### src/hw/rtl/ssclk_pkg.sv
// Package for the serially set clock with gas alarms.
// Holds the request codes, field selectors, widths and the queue entry type.
// No dependencies.
package ssclk_pkg;

    // Fixed widths of the request fields
    localparam int KIND_W  = 2;
    localparam int BYTE_W  = 8;
    localparam int PPM_W   = 16;
    localparam int TIME_W  = 8;
    localparam int MILLI_W = 10;

    // Millisecond ticks that make one second (1 to 1023)
    localparam logic [MILLI_W-1:0] TICKS_PER_SECOND = MILLI_W'(1000);

    // Wrap points of the time counters
    localparam logic [TIME_W-1:0] SECONDS_WRAP = TIME_W'(60);
    localparam logic [TIME_W-1:0] MINUTES_WRAP = TIME_W'(60);
    localparam logic [TIME_W-1:0] HOURS_WRAP   = TIME_W'(24);

    // Threshold values after reset
    localparam logic [PPM_W-1:0] LIMIT_A_RESET = PPM_W'(100);
    localparam logic [PPM_W-1:0] LIMIT_B_RESET = PPM_W'(5000);
    localparam logic [PPM_W-1:0] LIMIT_C_RESET = PPM_W'(5000);

    // Request kinds on the input channel
    localparam logic [KIND_W-1:0] KIND_TICK   = 2'd0;
    localparam logic [KIND_W-1:0] KIND_BYTE   = 2'd1;
    localparam logic [KIND_W-1:0] KIND_SAMPLE = 2'd2;

    // Field selector bytes
    localparam logic [BYTE_W-1:0] SEL_HOUR    = 8'h68; // 'h'
    localparam logic [BYTE_W-1:0] SEL_MINUTE  = 8'h6D; // 'm'
    localparam logic [BYTE_W-1:0] SEL_SECOND  = 8'h73; // 's'
    localparam logic [BYTE_W-1:0] SEL_LIMIT_B = 8'h32; // '2'
    localparam logic [BYTE_W-1:0] SEL_LIMIT_C = 8'h33; // '3'
    localparam logic [BYTE_W-1:0] SEL_LIMIT_A = 8'h35; // '5'

    // Selected field codes
    localparam int FIELD_W = 3;
    localparam logic [FIELD_W-1:0] FLD_NONE    = 3'd0;
    localparam logic [FIELD_W-1:0] FLD_HOUR    = 3'd1;
    localparam logic [FIELD_W-1:0] FLD_MINUTE  = 3'd2;
    localparam logic [FIELD_W-1:0] FLD_SECOND  = 3'd3;
    localparam logic [FIELD_W-1:0] FLD_LIMIT_B = 3'd4;
    localparam logic [FIELD_W-1:0] FLD_LIMIT_C = 3'd5;
    localparam logic [FIELD_W-1:0] FLD_LIMIT_A = 3'd6;

    // Commands passed from the front to the back
    localparam int CMD_W = 2;
    localparam logic [CMD_W-1:0] CMD_NONE   = 2'd0;
    localparam logic [CMD_W-1:0] CMD_TICK   = 2'd1;
    localparam logic [CMD_W-1:0] CMD_WRITE  = 2'd2;
    localparam logic [CMD_W-1:0] CMD_SAMPLE = 2'd3;

    // Command queue
    localparam int QUEUE_DEPTH = 4;
    localparam int QPTR_W      = $clog2(QUEUE_DEPTH);
    localparam int QCNT_W      = $clog2(QUEUE_DEPTH + 1);

    // Requests in flight at most: queue plus the output register
    localparam int PEND_W = $clog2(QUEUE_DEPTH + 2);

    typedef struct packed {
        logic [CMD_W-1:0]   cmd;
        logic [FIELD_W-1:0] field;
        logic               high;
        logic [BYTE_W-1:0]  data;
        logic [PPM_W-1:0]   gas_a;
        logic [PPM_W-1:0]   gas_b;
        logic [PPM_W-1:0]   gas_c;
    } cmd_t;

endpackage

### src/hw/rtl/ssclk_front.sv
// Front part: accepts requests, runs the serial field parser, emits commands.
// Depends on ssclk_pkg.
module ssclk_front
    import ssclk_pkg::*;
(
    input  logic              clk,
    input  logic              rst_n,
    input  logic              in_valid,
    output logic              in_stall,
    input  logic [KIND_W-1:0] kind,
    input  logic [BYTE_W-1:0] rx_byte,
    input  logic [PPM_W-1:0]  gas_a_ppm,
    input  logic [PPM_W-1:0]  gas_b_ppm,
    input  logic [PPM_W-1:0]  gas_c_ppm,
    input  logic              q_full,
    output logic              q_push,
    output cmd_t              q_data
);

    logic [FIELD_W-1:0] target_reg;
    logic [FIELD_W-1:0] target_next;
    logic               second_due_reg;
    logic               second_due_next;

    // Hold off the sender while the queue has no room
    assign in_stall = q_full;
    assign q_push   = in_valid && !q_full;

    // Classify the request and step the parser
    always_comb
    begin
        target_next     = target_reg;
        second_due_next = second_due_reg;
        q_data.cmd      = CMD_NONE;
        q_data.field    = target_reg;
        q_data.high     = second_due_reg;
        q_data.data     = rx_byte;
        q_data.gas_a    = gas_a_ppm;
        q_data.gas_b    = gas_b_ppm;
        q_data.gas_c    = gas_c_ppm;
        unique case (kind)
            KIND_TICK:   q_data.cmd = CMD_TICK;
            KIND_SAMPLE: q_data.cmd = CMD_SAMPLE;
            KIND_BYTE:
            begin
                if (target_reg == FLD_NONE)
                begin
                    // Select a field; unknown bytes drop
                    unique case (rx_byte)
                        SEL_HOUR:    target_next = FLD_HOUR;
                        SEL_MINUTE:  target_next = FLD_MINUTE;
                        SEL_SECOND:  target_next = FLD_SECOND;
                        SEL_LIMIT_B: target_next = FLD_LIMIT_B;
                        SEL_LIMIT_C: target_next = FLD_LIMIT_C;
                        SEL_LIMIT_A: target_next = FLD_LIMIT_A;
                        default:     target_next = FLD_NONE;
                    endcase
                end
                else if (target_reg > FLD_LIMIT_A)
                begin
                    // Recover from an unused selector code
                    target_next     = FLD_NONE;
                    second_due_next = 1'b0;
                end
                else
                begin
                    q_data.cmd = CMD_WRITE;
                    if (second_due_reg)
                    begin
                        target_next     = FLD_NONE;
                        second_due_next = 1'b0;
                    end
                    else
                    begin
                        second_due_next = 1'b1;
                    end
                end
            end
            default: q_data.cmd = CMD_NONE;
        endcase
    end

    // Advance the parser on each accepted request
    always_ff @(posedge clk or negedge rst_n)
    begin
        if (!rst_n)
        begin
            target_reg     <= FLD_NONE;
            second_due_reg <= 1'b0;
        end
        else if (q_push)
        begin
            target_reg     <= target_next;
            second_due_reg <= second_due_next;
        end
    end

endmodule

### src/hw/rtl/ssclk_queue.sv
// Short command queue between the front and the back.
// Depends on ssclk_pkg.
module ssclk_queue
    import ssclk_pkg::*;
(
    input  logic clk,
    input  logic rst_n,
    input  logic push,
    input  cmd_t push_data,
    output logic full,
    input  logic pop,
    output logic not_empty,
    output cmd_t head
);

    cmd_t              entry_reg [QUEUE_DEPTH];
    logic [QPTR_W-1:0] wr_ptr_reg;
    logic [QPTR_W-1:0] rd_ptr_reg;
    logic [QCNT_W-1:0] count_reg;
    logic [QCNT_W-1:0] count_next;

    assign full      = (count_reg == QCNT_W'(QUEUE_DEPTH));
    assign not_empty = (count_reg != '0);
    assign head      = entry_reg[rd_ptr_reg];

    // Track the fill level
    always_comb
    begin
        count_next = count_reg;
        if (push && !pop)
        begin
            count_next = count_reg + 1'b1;
        end
        else if (pop && !push)
        begin
            count_next = count_reg - 1'b1;
        end
    end

    // Advance pointers
    always_ff @(posedge clk or negedge rst_n)
    begin
        if (!rst_n)
        begin
            wr_ptr_reg <= '0;
            rd_ptr_reg <= '0;
            count_reg  <= '0;
        end
        else
        begin
            count_reg <= count_next;
            if (push)
            begin
                wr_ptr_reg <= (wr_ptr_reg == QPTR_W'(QUEUE_DEPTH - 1)) ? '0
                                                                        : wr_ptr_reg + 1'b1;
            end
            if (pop)
            begin
                rd_ptr_reg <= (rd_ptr_reg == QPTR_W'(QUEUE_DEPTH - 1)) ? '0
                                                                        : rd_ptr_reg + 1'b1;
            end
        end
    end

    // Store the entry
    always_ff @(posedge clk)
    begin
        if (push)
        begin
            entry_reg[wr_ptr_reg] <= push_data;
        end
    end

endmodule

### src/hw/rtl/ssclk_back.sv
// Back part: carries out commands on the clock and thresholds, holds the result.
// Depends on ssclk_pkg.
module ssclk_back
    import ssclk_pkg::*;
(
    input  logic              clk,
    input  logic              rst_n,
    input  logic              q_not_empty,
    input  cmd_t              q_head,
    output logic              q_pop,
    output logic              out_valid,
    input  logic              out_stall,
    output logic [TIME_W-1:0] hour_now,
    output logic [TIME_W-1:0] minute_now,
    output logic [TIME_W-1:0] second_now,
    output logic              alarm_a,
    output logic              alarm_b,
    output logic              alarm_c
);

    logic [MILLI_W-1:0] milli_reg;
    logic [MILLI_W-1:0] milli_next;
    logic [TIME_W-1:0]  seconds_reg;
    logic [TIME_W-1:0]  seconds_next;
    logic [TIME_W-1:0]  minutes_reg;
    logic [TIME_W-1:0]  minutes_next;
    logic [TIME_W-1:0]  hours_reg;
    logic [TIME_W-1:0]  hours_next;
    logic [PPM_W-1:0]   limit_a_reg;
    logic [PPM_W-1:0]   limit_a_next;
    logic [PPM_W-1:0]   limit_b_reg;
    logic [PPM_W-1:0]   limit_b_next;
    logic [PPM_W-1:0]   limit_c_reg;
    logic [PPM_W-1:0]   limit_c_next;
    logic [2:0]         alarm_reg;
    logic [2:0]         alarm_next;
    logic               out_valid_reg;
    logic [MILLI_W-1:0] milli_inc;
    logic [TIME_W-1:0]  sec_inc;
    logic [TIME_W-1:0]  min_inc;
    logic [TIME_W-1:0]  hour_inc;

    // Take the next command once the result slot is free or being taken
    assign q_pop = q_not_empty && (!out_valid_reg || !out_stall);

    // Time and alarms hold while the result waits
    assign out_valid  = out_valid_reg;
    assign hour_now   = hours_reg;
    assign minute_now = minutes_reg;
    assign second_now = seconds_reg;
    assign alarm_a    = alarm_reg[0];
    assign alarm_b    = alarm_reg[1];
    assign alarm_c    = alarm_reg[2];

    assign milli_inc = milli_reg + 1'b1;
    assign sec_inc   = seconds_reg + 1'b1;
    assign min_inc   = minutes_reg + 1'b1;
    assign hour_inc  = hours_reg + 1'b1;

    // Execute one command
    always_comb
    begin
        milli_next   = milli_reg;
        seconds_next = seconds_reg;
        minutes_next = minutes_reg;
        hours_next   = hours_reg;
        limit_a_next = limit_a_reg;
        limit_b_next = limit_b_reg;
        limit_c_next = limit_c_reg;
        alarm_next   = 3'b000;
        case (q_head.cmd)
            CMD_TICK:
            begin
                milli_next = milli_inc;
                if (milli_inc == TICKS_PER_SECOND)
                begin
                    milli_next   = '0;
                    seconds_next = sec_inc;
                    if (sec_inc == SECONDS_WRAP)
                    begin
                        seconds_next = '0;
                        minutes_next = min_inc;
                        if (min_inc == MINUTES_WRAP)
                        begin
                            minutes_next = '0;
                            hours_next   = (hour_inc == HOURS_WRAP) ? '0 : hour_inc;
                        end
                    end
                end
            end
            CMD_WRITE:
            begin
                unique case (q_head.field)
                    FLD_HOUR:
                    begin
                        if (!q_head.high)
                        begin
                            hours_next = q_head.data;
                        end
                    end
                    FLD_MINUTE:
                    begin
                        if (!q_head.high)
                        begin
                            minutes_next = q_head.data;
                        end
                    end
                    FLD_SECOND:
                    begin
                        if (!q_head.high)
                        begin
                            seconds_next = q_head.data;
                        end
                    end
                    FLD_LIMIT_B:
                    begin
                        limit_b_next = q_head.high ? {q_head.data, limit_b_reg[7:0]}
                                                   : {8'h00, q_head.data};
                    end
                    FLD_LIMIT_C:
                    begin
                        limit_c_next = q_head.high ? {q_head.data, limit_c_reg[7:0]}
                                                   : {8'h00, q_head.data};
                    end
                    FLD_LIMIT_A:
                    begin
                        limit_a_next = q_head.high ? {q_head.data, limit_a_reg[7:0]}
                                                   : {8'h00, q_head.data};
                    end
                    default:
                    begin
                        limit_a_next = limit_a_reg;
                    end
                endcase
            end
            CMD_SAMPLE:
            begin
                alarm_next[0] = (q_head.gas_a > limit_a_reg);
                alarm_next[1] = (q_head.gas_b > limit_b_reg);
                alarm_next[2] = (q_head.gas_c > limit_c_reg);
            end
            default:
            begin
                alarm_next = 3'b000;
            end
        endcase
    end

    // Update state and the result slot
    always_ff @(posedge clk or negedge rst_n)
    begin
        if (!rst_n)
        begin
            milli_reg     <= '0;
            seconds_reg   <= '0;
            minutes_reg   <= '0;
            hours_reg     <= '0;
            limit_a_reg   <= LIMIT_A_RESET;
            limit_b_reg   <= LIMIT_B_RESET;
            limit_c_reg   <= LIMIT_C_RESET;
            alarm_reg     <= 3'b000;
            out_valid_reg <= 1'b0;
        end
        else
        begin
            if (q_pop)
            begin
                milli_reg     <= milli_next;
                seconds_reg   <= seconds_next;
                minutes_reg   <= minutes_next;
                hours_reg     <= hours_next;
                limit_a_reg   <= limit_a_next;
                limit_b_reg   <= limit_b_next;
                limit_c_reg   <= limit_c_next;
                alarm_reg     <= alarm_next;
                out_valid_reg <= 1'b1;
            end
            else if (!out_stall)
            begin
                out_valid_reg <= 1'b0;
            end
        end
    end

endmodule

### src/hw/rtl/serial_set_clock_with_gas_alarms.sv
// Top level of the serially set clock with gas alarms.
// Depends on ssclk_pkg, ssclk_front, ssclk_queue and ssclk_back.
//
// Each input request is a millisecond tick, a received serial byte or a set of
// three gas readings, and yields exactly one result: the time of day after the
// request and, for a reading set, one alarm flag per gas that is above its
// threshold. Serial bytes select a field ('h', 'm', 's', '2', '3', '5') and then
// write a low and a high byte to it. The block takes one request per clock cycle
// while the queue has room: the front decodes each request into a four-entry
// command queue, and the back takes one command at a time, updates the clock
// and thresholds and registers the result into the output slot. A stalled
// output lets up to four more requests queue before in_stall rises.
module serial_set_clock_with_gas_alarms
    import ssclk_pkg::*;
(
    input  logic              clk,
    input  logic              rst_n,
    input  logic              in_valid,
    output logic              in_stall,
    input  logic [KIND_W-1:0] kind,
    input  logic [BYTE_W-1:0] rx_byte,
    input  logic [PPM_W-1:0]  gas_a_ppm,
    input  logic [PPM_W-1:0]  gas_b_ppm,
    input  logic [PPM_W-1:0]  gas_c_ppm,
    output logic              out_valid,
    input  logic              out_stall,
    output logic [TIME_W-1:0] hour_now,
    output logic [TIME_W-1:0] minute_now,
    output logic [TIME_W-1:0] second_now,
    output logic              alarm_a,
    output logic              alarm_b,
    output logic              alarm_c
);

    logic q_full;
    logic q_push;
    logic q_pop;
    logic q_not_empty;
    cmd_t q_data;
    cmd_t q_head;

    // Accept and decode requests
    ssclk_front u_front
    (
        .clk       (clk),
        .rst_n     (rst_n),
        .in_valid  (in_valid),
        .in_stall  (in_stall),
        .kind      (kind),
        .rx_byte   (rx_byte),
        .gas_a_ppm (gas_a_ppm),
        .gas_b_ppm (gas_b_ppm),
        .gas_c_ppm (gas_c_ppm),
        .q_full    (q_full),
        .q_push    (q_push),
        .q_data    (q_data)
    );

    // Buffer commands
    ssclk_queue u_queue
    (
        .clk       (clk),
        .rst_n     (rst_n),
        .push      (q_push),
        .push_data (q_data),
        .full      (q_full),
        .pop       (q_pop),
        .not_empty (q_not_empty),
        .head      (q_head)
    );

    // Execute commands and present results
    ssclk_back u_back
    (
        .clk         (clk),
        .rst_n       (rst_n),
        .q_not_empty (q_not_empty),
        .q_head      (q_head),
        .q_pop       (q_pop),
        .out_valid   (out_valid),
        .out_stall   (out_stall),
        .hour_now    (hour_now),
        .minute_now  (minute_now),
        .second_now  (second_now),
        .alarm_a     (alarm_a),
        .alarm_b     (alarm_b),
        .alarm_c     (alarm_c)
    );

endmodule

### config.mk
export PLATFORM = sky130hd
export DESIGN_NAME = serial_set_clock_with_gas_alarms
export DESIGN_NICKNAME = d
export VERILOG_FILES = /design/src/hw/rtl/ssclk_pkg.sv /design/src/hw/rtl/ssclk_front.sv /design/src/hw/rtl/ssclk_queue.sv /design/src/hw/rtl/ssclk_back.sv /design/src/hw/rtl/serial_set_clock_with_gas_alarms.sv
export SDC_FILE = /design/constraint.sdc
export NUM_CORES = 1
export LEC_CHECK = 0
export BUFFER_PORTS_ARGS = -buffer_cell sky130_fd_sc_hd__buf_2
export CAP_MARGIN = 20
export CORE_UTILIZATION = 50
export CTS_CLUSTER_DIAMETER = 120
export CTS_CLUSTER_SIZE = 16
export DETAILED_ROUTE_END_ITERATION = 6
export MAX_ROUTING_LAYER = met4
export PLACE_DENSITY = 0.75
export SLEW_MARGIN = 20
export SYNTH_ARGS = -nofsm -noshare
export SYNTH_HDL_FRONTEND = slang
export SYNTH_SLANG_ARGS = --single-unit
### constraint.sdc
create_clock -name clk -period 3.2 [get_ports clk]
set_input_delay 0.64 -clock clk [delete_from_list [all_inputs] [get_ports clk]]
set_output_delay 0.64 -clock clk [all_outputs]
set_load 0.02 [all_outputs]
# ---- Word-level counts from Yosys, hierarchy flattened
# Memories as Yosys holds them, arrays and structs flattened.
# Cells that the tools add are included.
dict set report op_classes {
  n_addsub 8
  bitwise 2
  n_reduce_logical 28
  order_cmp 4
  mux 38
  n_eq_ne 32
}
# op count
set op_table {}
lappend op_table {{2-to-1 mux 8 bit} 13}
lappend op_table {{> comparator 16 bit} 3}
lappend op_table {{2-to-1 mux 16 bit} 3}
lappend op_table {{one-hot mux 8 bit (2 select lines)} 3}
lappend op_table {{== test 8 x 6 -> 1 bit, second input constant} 5}
lappend op_table {{adder 8 x 1 -> 8 bit, second input constant} 3}
lappend op_table {{== test 8 x 7 -> 1 bit, second input constant} 3}
lappend op_table {{2-to-1 mux 3 bit} 6}
lappend op_table {{one-hot mux 3 bit (6 select lines)} 1}
lappend op_table {{AND reduction 3 bit} 5}
lappend op_table {{== test 3 bit, second input constant} 4}
lappend op_table {{AND reduction 4 bit} 3}
lappend op_table {{adder 10 x 1 -> 10 bit, second input constant} 1}
lappend op_table {{== test 10 bit, second input constant} 1}
lappend op_table {{== test 2 bit, second input constant} 5}
lappend op_table {{2-to-1 mux 10 bit} 1}
lappend op_table {{inequality test 2 x 1 -> 1 bit, second input constant} 5}
lappend op_table {{== test 8 x 5 -> 1 bit, second input constant} 1}
lappend op_table {{2-to-1 mux 2 bit} 4}
lappend op_table {{AND reduction 7 bit} 1}
lappend op_table {{== test 3 x 2 -> 1 bit, second input constant} 2}
lappend op_table {{2-to-1 mux 1 bit} 6}
lappend op_table {{inequality test 2 bit, second input constant} 3}
lappend op_table {{one-hot mux 2 bit (3 select lines)} 1}
lappend op_table {{other kinds (17)} 29}
dict set report totals {
  input_bits 62
  mem_bits_rw 248
  n_memories 1
  regBits 97
  out_inout_bits 29
}
# name words word_bits rd rd_ports_with_merged_regs write_ports line
set memory_table {}
lappend memory_table {u_queue.entry_reg 4 62 1 0 1 ssclk_queue.sv:16} ;# cmd_t entry_reg [QUEUE_DEPTH];

# ---- Logic depth before layout (Yosys ltp)
dict set report depth {
  depth_word 7
  mapped_depth 13
  depth_no_buf 10
}

# ---- Hierarchy
# A second synthesis with hierarchy kept.
dict set report hier_totals {
  hier_cells 1083
  hier_area_um2 15630.0
}
# module cells_each n_inst area_each_um2 seq_area_each_um2
set modules_own_cells {}
lappend modules_own_cells {ssclk_queue 361 1 9437.8 7622.3}
lappend modules_own_cells {ssclk_back 625 1 5426.5 2168.3}
lappend modules_own_cells {ssclk_front 97 1 765.7 100.1}

# ---- Worst setup path after synthesis
# Ideal clock, no wire load.
dict set report synth_timing {
  path_kind {reg-to-reg}
  start {reg u_queue.rd_ptr_reg[0]}
  end {reg u_back.alarm_reg[2]}
  path_stages_with_launch 13
  slack_ps -144
  synth_period_minus_slack_ps 3344
  arrival_time_ps 3223
  path_buffers 3
  path_cell_list {dfrtp_1 -> buf_6 -> buf_1 -> buf_1 -> mux4_2 -> ha_1 -> a21oi_1 -> nor2b_1 -> o21ai_0 -> nand2b_1 -> a211oi_1 -> o211ai_1 -> a22o_1}
}
dict set report synth_between {
  elab_chain_cells 3
  word_cells_on_any_way 4
}
# item line
set synth_lines {}
lappend synth_lines {{start: declaration} ssclk_queue.sv:18} ;# logic [QPTR_W-1:0] rd_ptr_reg;
lappend synth_lines {{start signal: assignment} ssclk_queue.sv:59} ;# rd_ptr_reg <= (rd_ptr_reg == QPTR_W'(QUEUE_DEPTH - 1)) ? '0
lappend synth_lines {{memory (4 x 62 bit) (*)} -}
lappend synth_lines {{> comparator 16 bit / == test 2 bit (equally long branches)} {ssclk_back.sv:140, ssclk_back.sv:71}}
lappend synth_lines {{2-to-1 mux 3 bit (*)} ssclk_back.sv:71} ;# case (q_head.cmd)
lappend synth_lines {{end signal: assignment} ssclk_back.sv:175} ;# alarm_reg <= alarm_next;
lappend synth_lines {{end: declaration} ssclk_back.sv:35} ;# logic [2:0] alarm_reg;
# Every way passes the cells marked *; elsewhere a longest branch is shown, timed or not.
# A chain may end at the register's enable or synchronous reset.

# ---- Worst setup path in the final report
# Ends and elaborated chain as after synthesis.

==> impl_results.md <==
* TritonCTS clock tree: built
* Drt wl/cell at between 20 and 25 um
* Crit share post-route at between 90% and 100%
* Worst setup startpoint: u_queue.rd_ptr_reg[0]
* IO Pins at between 90 and 100
* Simple-gate area share of the yosys netlist at 8.81%
* Number of global-route vias before repair at 9,268
* ANT nets after route at 0
* Detail Placement HPWL at between 20,000 and 25,000 um
* Gate Count Post-Synth at about 1,000
* XOR/XNOR Fraction of Synth Area at less than 1%
* Most frequent cells in the layout: edfxtp_1 (248), nand2_1 (90), o21ai_0 (89), buf_2 (89), dfrtp_1 (82)
* Post-synth ARST share at about 28%
* Final worst setup slack at 0.261 ns
* Syn avg cell area at between 10 and 15 um^2
* Row cnt at 63
* Htree depth at 1
* Fmax at 340 MHz
* Yosys reg bits at between 300 and 400
* Max reg flops at 248
* Ys Warns at 0
* Die width at about 180 um
* Net count, final at 1,268
* Synth Cell Area at between 15,000 and 20,000 um^2
* Largest net degree at the start of global routing at 63
* RSZ-0062 raised after global routing: no
* Clock buffer depth at 3
* Outcome: finished clean
* DRC at 0
* Critical R2R Launch: u_queue.rd_ptr_reg[0]
* Net Sw Frac at a little over a third
* Share of post-route cells with drive strength above 1 at 21.1%
* Gpl congestion at about 0.87
* Final setup vio count at 0
* Cell Count, Final, Fillers Out at ~1,600
* Post-CTS setup buffers at 0
* Cell Int Power at between 0.009 and 0.01 W
* Worst setup EP type: flop
* Main combinational cell family by area after synthesis: multiplexers
* Synth Area in Compound Gates at slightly below 9%
* Skew-Pair Late Insertion Delay at between 0.5 and 0.6 ns
* Drt pass-1 iters at 6
* Cts repair resizes at 0
* CP max FO at 39
* Multiplexer share of the synthesized area at under 10%
* Placed Cells at roughly 1,500
* Main flop type after synthesis: edfxtp_1
* Die ar. at about 31,000 um^2
* IO Port Bufs at 90
* Initial antenna violation count at 1
* Vias per Instance at around 5.8
* CTS Buf Count at 25
* Core ar. at 29,900 um^2
* Max-capacitance violation count at 0
* P_sw at 0.00537 W
* Post-route total power at around 0.015 W
* Hold Violations, Final at 0
* Clk network pwr share at between 10% and 20%
* Syn-to-layout area delta at 11.9%
* R2R depth at 10
* Effective utilization at floorplan at between 50 and 60%
* Kind of critical path: reg -> reg
* Commonest non-fill, non-tap cell in the layout: edfxtp_1
* Final Max Tran Viols at 0
* Final core occ at between 50% and 60%
* CTS Hold Bufs at 0
* Worst Hold Class: in -> async
* Die H at about 180 um
* Count of cell types in the netlist at 74
* Arr. time, crit path at roughly 3.4 ns
* Part of the power in registers at 43.2%
* Total number of vias at 9,081
* Post-Synth Adder-Cell Area at slightly above 5%
* Fin crit period at ~3 ns
* Crit path required time at 3.63 ns
* Initial DRC count at 814
* PwrDens at 896 nW/um^2
* Leakage at ~6.4 nW
* Number of synthesized flops with an enable pin at 248
* Post-placement setup slack at roughly 0.26 ns
* Clock slew at reported path FFs at about 0.070 ns
* Setup TNS at 0 ns
* Logic gate share of total power at around 38%
* Register area share after synthesis at between 60 and 70%
* GRT overflow at 0
* Clock Sinks at 345
* Worst slew margin at 60.7%
* Synthesized net count at 1,164
* Final WL at approximately 31,000 um
* Startpoint types: flop
* Clock Skew at roughly 0.021 ns
* Global-route wire length before repair at around 50,000 um
* Worst VDD drop at around 0.00052 V
* GRT Total Usage at 21.6%
* Root Driver: clkbuf_16
* Worst slew pin tran at ~0.59 ns
## power groups by stage
stage / combinational [W] / clock, W / sequential, W
3_5_place_dp: 0.00578 / 0 / 0.00670
3_3_place_gp: 0.00562 / 0 / 0.00665
5_1_grt: 0.00640 / 0.00314 / 0.00674
4_1_cts: 0.00582 / 0.00299 / 0.00661
2_1_floorplan: 0.00402 / 0 / 0.00662
6_report: 0.00578 / 0.00292 / 0.00661
## cells in the mapped netlist (14+ instances only)
cell      instances  area share, %
a21o_1           15           0.74
a21oi_1          30           0.98
and2_1           19           0.78
clkbuf_1         22           0.54
dfrtp_1          84             14
edfxtp_1        248             49
ha_1             60            4.9
inv_1            60            1.5
mux4_2           62            9.1
nand2_1          90            2.2
nand3_1          24           0.79
nand4_1          15           0.61
nor2_1           25           0.61
nor2b_1          14           0.57
o21ai_0          89            2.9
## critical path: stages (launching register included)
cell and delay, ns:
dfrtp_4 0.53, buf_12 0.33, mux4_2 0.55, ha_1 0.30, a21oi_1 0.17, nor2b_1 0.07, o21ai_0 0.17, nand2b_1 0.09
a211oi_1 0.26, o211ai_1 0.14, a22o_1 0.19
## cell families after synthesis
logic type	after synthesis
fa+ha+maj	61
simple gates	251
compound gates	207
xor+xnor	8
mux	70
flops	345
buf+inv	99
## final cells by class
| class | count | area, um^2 |
|---|---|---|
| Timing Repair Buffer | 116 | 761 |
| Tap cell | 390 | 488 |
| Fill cell | 2293 | 12800 |
| Multi-Input combinational cell | 597 | 5000 |
| Clock inverter | 2 | 17.5 |
| Sequential cell | 345 | 9900 |
| Antenna cell | 1 | 2.50 |
| Clock buffer | 44 | 697 |
| Inverter | 60 | 225 |
## final timing paths
check / endpoint / slack [ns]
setup / recovery: u_back.alarm_reg[2] / 0.26
setup reg to reg: u_back.alarm_reg[2] / 0.26
min in group clk: u_queue.entry_reg[3][22] / 0.31
hold reg to reg: u_queue.count_reg[2] / 0.50
max in group asynchronous: u_back.limit_a_reg[5] / 2.31
hold / removal: u_queue.wr_ptr_reg[0] / 0.07
## routing by layer
| layer | GRT usage [%] | part of all wire, % | vias up |
|---|---|---|---|
| li1 | - | - | 4191 |
| met1 | 29.7 | 43 | 4538 |
| met2 | 34.3 | 49 | 307 |
| met3 | 2.86 | 6.1 | 45 |
| met4 | 5.21 | 2.2 | 0 |
| met5 | - | 0 | - |
## through the flow
step / cell area [um^2] / hold slack [ns]
global placement: 16400 / 0.471
global route: 17100 / 0.115
detailed placement: 16400 / 0.485
floorplan: 15300 / 0.344
finish: 17100 / 0.0737
CTS: 17100 / 0.0834
No activity file was read; power rests on OpenSTA's default activity.
